--- src/rtl/sparse_polynomial_arith_assert.svh ---
// Assertion macros for the sparse polynomial arithmetic block.
// Used by the top level; expands to nothing when SYNTHESIS is defined.
`ifndef SPARSE_POLYNOMIAL_ARITH_ASSERT_SVH
`define SPARSE_POLYNOMIAL_ARITH_ASSERT_SVH
`ifndef SYNTHESIS
`define SPA_ASSERT(lbl, clk, rst, prop) \
   lbl: assert property (@(posedge clk) disable iff (rst) prop) \
      else $error("sparse_polynomial_arith: property violated");
`define SPA_ASSERT_NEVER(lbl, clk, rst, cond) \
   lbl: assert property (@(posedge clk) disable iff (rst) !(cond)) \
      else $error("sparse_polynomial_arith: forbidden condition");
`else
`define SPA_ASSERT(lbl, clk, rst, prop)
`define SPA_ASSERT_NEVER(lbl, clk, rst, cond)
`endif
`endif

--- src/rtl/spa_pkg.sv ---
// Shared types and constants of the sparse polynomial arithmetic block.
// No dependencies.
package spa_pkg;
   localparam int unsigned COEF_W  = 16;
   localparam int unsigned EXP_W   = 8;
   localparam int unsigned RCOEF_W = 32;
   localparam int unsigned REXP_W  = 9;
   localparam int unsigned ENTRY_W = RCOEF_W + REXP_W;

   localparam logic [1:0] OP_ADD = 2'd0;
   localparam logic [1:0] OP_SUB = 2'd1;
   localparam logic [1:0] OP_MUL = 2'd2;

   typedef struct packed {
      logic load;
      logic init;
      logic add_step;
      logic commit;
      logic prod;
      logic mg_step;
      logic pair_next;
      logic out_rd;
      logic out_next;
      logic emit;
      logic clear;
   } spa_cmd_type;

   typedef struct packed {
      logic complete;
      logic mul;
      logic add_done;
      logic mg_done;
      logic pairs_done;
      logic out_last;
   } spa_stat_type;
endpackage

--- src/rtl/spa_ctrl.sv ---
// Controller state machine of the sparse polynomial arithmetic block.
// Depends on spa_pkg for the command and status structs.
module spa_ctrl (
   input  logic                  clock,
   input  logic                  reset,
   input  logic                  start,
   input  spa_pkg::spa_stat_type stat,
   output spa_pkg::spa_cmd_type  cmd,
   output logic                  busy
);
   import spa_pkg::*;

   typedef enum logic [6:0] {
      S_IDLE  = 7'b0000001,
      S_ADD   = 7'b0000010,
      S_MPROD = 7'b0000100,
      S_MRD   = 7'b0001000,
      S_MMG   = 7'b0010000,
      S_ORD   = 7'b0100000,
      S_OEMIT = 7'b1000000
   } state_type;

   state_type state_ff, state_in;

   always_comb begin
      state_in = state_ff;
      cmd      = '0;
      case (state_ff)
         S_IDLE: begin
            cmd.load = start;
            if (start && stat.complete) begin
               cmd.init = 1'b1;
               state_in = stat.mul ? S_MPROD : S_ADD;
            end
         end
         S_ADD: begin
            if (stat.add_done) begin
               cmd.commit = 1'b1;
               state_in   = S_ORD;
            end else begin
               cmd.add_step = 1'b1;
            end
         end
         S_MPROD: begin
            if (stat.pairs_done) begin
               state_in = S_ORD;
            end else begin
               cmd.prod = 1'b1;
               state_in = S_MRD;
            end
         end
         S_MRD: begin
            if (stat.mg_done) begin
               cmd.commit    = 1'b1;
               cmd.pair_next = 1'b1;
               state_in      = S_MPROD;
            end else begin
               state_in = S_MMG;
            end
         end
         S_MMG: begin
            cmd.mg_step = 1'b1;
            state_in    = S_MRD;
         end
         S_ORD: begin
            cmd.out_rd = 1'b1;
            state_in   = S_OEMIT;
         end
         S_OEMIT: begin
            cmd.emit = 1'b1;
            if (stat.out_last) begin
               cmd.clear = 1'b1;
               state_in  = S_IDLE;
            end else begin
               cmd.out_next = 1'b1;
               state_in     = S_ORD;
            end
         end
         default: begin
            state_in = S_IDLE;
         end
      endcase
   end

   always_ff @(posedge clock) begin
      if (reset) begin
         state_ff <= S_IDLE;
      end else begin
         state_ff <= state_in;
      end
   end

   assign busy = (state_ff != S_IDLE);
endmodule

--- config.mk ---
export PLATFORM = sky130hd
export DESIGN_NAME = spa_ctrl
export DESIGN_NICKNAME = d
export VERILOG_FILES = /design/src/rtl/sparse_polynomial_arith_assert.svh /design/src/rtl/spa_pkg.sv /design/src/rtl/spa_ctrl.sv
export SDC_FILE = /design/constraint.sdc
export NUM_CORES = 1
export LEC_CHECK = 0
export BUFFER_PORTS_ARGS = -buffer_cell sky130_fd_sc_hd__buf_4
export CORE_AREA = 2 2 39 41
export CTS_BUF_LIST = sky130_fd_sc_hd__clkbuf_16
export DETAILED_ROUTE_END_ITERATION = 10
export DIE_AREA = 0 0 41 43
export HOLD_SLACK_MARGIN = 0.08
export PLACE_DENSITY = 0.68
export SYNTH_ARGS = -nofsm -noshare
export SYNTH_HDL_FRONTEND = slang
export SYNTH_SLANG_ARGS = --single-unit
--- constraint.sdc ---
create_clock -name clock -period 3.65 [get_ports clock]
set_input_delay 0.365 -clock clock [delete_from_list [all_inputs] [get_ports clock]]
set_output_delay 0.365 -clock clock [all_outputs]
set_load 0.03 [all_outputs]
==> flow_summary.ini <==
[yosys]
synthFlopType = dfxtp_1
yosysWarnings = 0
seq_area_frac_synth_pct = 27.5
yosys_register_bits = 7
synth_cells = 62
synthArstFlopShare_pct = 0
yosysTopAreaCell = dfxtp_1
ys_types = 35
synth-edff-count = 0
ys_top_cells_by_area = dfxtp_1, inv_1, and2_1, nor2b_1, nor3b_4
syn_area_sq_um = 509
yosysTopAreaCellShare_pct = 27.5
syn_nets = 71
syn_avg_cell_area_sq_um = 8.21

[worst_setup_path]
crit_arrival_ps = 1820
worstSetupEndpointType = output port
required_ps = 3280
cp_max_fo = 5
crit_type = flop to output port
cp-start-kind = flop

[route]
ant_nets = 0
wl_per_cell_microns = 12.9
dr.pass1.iters = 4
drc = 0
drt_wl_total_microns = 1300
dr_total_vias = 542
drt_iter0_drc = 13
vias_per_cell = 5.37

[global_routing]
antenna_found_initial = 0
overflow = 0
grt_pass1_vias = 489
grt_max_degree = 11
grt_usage_pct = 18.1
grt_pass1_wl_microns = 2080

[layout]
final_common_cell = buf_4
fin_nets = 95
biggestRegsByFlops = state_ff: 7 flops
largest_register_ffs = 7
fin_cells = 101
layout-drive-gt1-share_pct = 34.1
area_growth_pct = 47.9
n_antenna_cell = 0
largest_register = state_ff
final_cell_mix = buf_4, inv_1, dfxtp_1

[power_and_ir_drop]
max-vdd-ir-drop_v = 0.000300
cellLeakagePower_nw = 0.347
p_seq_share_pct = 21.2
p_comb_share_pct = 45.4
p_int_uw = 349
sw_frac_of_total_pct = 37.6
cellPowerDensity_nw_per_um2 = 743
p_clk_share_pct = 33.4
netSwitchingPower_uw = 210

[clocking]
numCtsBuffers = 3
root_buffer = clkbuf_16
cts.sinks = 7
clock_path_buffers = 2
cts_max_level = 1
post_cts_resized = 0
cts_setup_buffers = 0
holdBufCountCts = 0
cts_tree = built
clock_latency_ps = 240
clk_pin_slew_ps = 30

[min_path]
min_path_type = primary input to flop

[place]
dp_cells = 97
routabilityCongestion = 0.788
dp_hpwl_microns = 983
io_buffers = 20

[sta]
worst_pin_slew_ps = 391
min_period_ps = 2190
setup_tns_ps = 0
period_share_pct = 60.0
finalHoldViolCount = 0
maxSlewViolCount = 0
rsz0062_at_grt = no
relSlewSlack_pct = 73.9
finalSetupViolations = 0
fmax_mhz = 457
clock_skew_ps = 3.89

[die]
fp.coreArea_sq_um = 1380
die_y_microns = 43
start_util_pct = 36.8
ios = 21
die_area_sq_um = 1760
row_count = 14
chipWidth_microns = 41

[job]
maxCapViolCount = 0

[status]
status = complete, no violations
## final cells by class
class	instances	area, sq um
well taps	16	20.0
clock buffers	3	75.1
repair buffers	20	150
flip-flops and latches	7	140
inverters	6	22.5
clock inverters	1	3.75
fillers	140	631
multi-input cells	48	342
## logic make-up (layout without fill, tap and decap cells)
group           after synthesis  after routing  share of synthesized area, %
simple gates                 34             34                          45.7
flops                         7              7                          27.5
xor+xnor                      2              2                          3.44
compound gates               12             12                          17.9
buf+inv                       7             30                          5.40
## synthesized netlist by cell type (all sizes together) (2+ instances only)
cell,number
dfxtp,7
nor4b,3
or4,2
a21oi,3
inv,6
nor3,3
nand2,4
nor3b,2
nor2,4
nor2b,3
a221oi,2
and2,4
or3,2
## power groups by stage
stage | registers [mW] | logic (mW) | clock network (mW)
finish | 0.119 | 0.254 | 0.187
global route | 0.121 | 0.277 | 0.195
CTS | 0.116 | 0.254 | 0.189
detailed placement | 0.118 | 0.254 | 0
global placement | 0.116 | 0.253 | 0
floorplan | 0.110 | 0.190 | 0
## layer usage
| layer | vias up | GRT usage [%] | part of all wire (%) |
|---|---|---|---|
| met5 | - | 0 | 0 |
| met4 | 0 | 12.0 | 3.3 |
| met3 | 5 | 4.71 | 6.9 |
| met2 | 24 | 26.3 | 46 |
| met1 | 241 | 22.3 | 43 |
| li1 | 272 | - | - |
## worst max-delay path, cell delays in order, from the launching register on
cell and delay [ps]:
dfxtp_1 340, or3_1 410, or3_1 360, nor4b_2 270
buf_4 210
## per-stage QoR
step | utilization [%] | cell area [sq um] | hold slack (ps) | setup slack [ps] | power, mW
3_5_place_dp | 48.7 | 674 | 541 | 1720 | 0.371
4_1_cts | 54.4 | 753 | 300 | 1470 | 0.559
2_1_floorplan | - | 509 | 431 | 1480 | 0.300
6_report | 54.4 | 753 | 302 | 1460 | 0.559
5_1_grt | 54.4 | 753 | 310 | 1370 | 0.592
3_3_place_gp | 48.7 | 674 | 538 | 1710 | 0.369
## path summary, 6_finish.rpt
check	slack (ps)	endpoint	from	cells after the start
worst max register to register	2040	state_ff[1]	state_ff[2]	4
worst max-delay path	1460	cmd[6]	state_ff[4]	4
worst min-delay path	300	state_ff[4]	stat[2]	2
worst min register to register	580	state_ff[5]	state_ff[2]	2
Note: power is estimated with default switching activity, not from simulation.
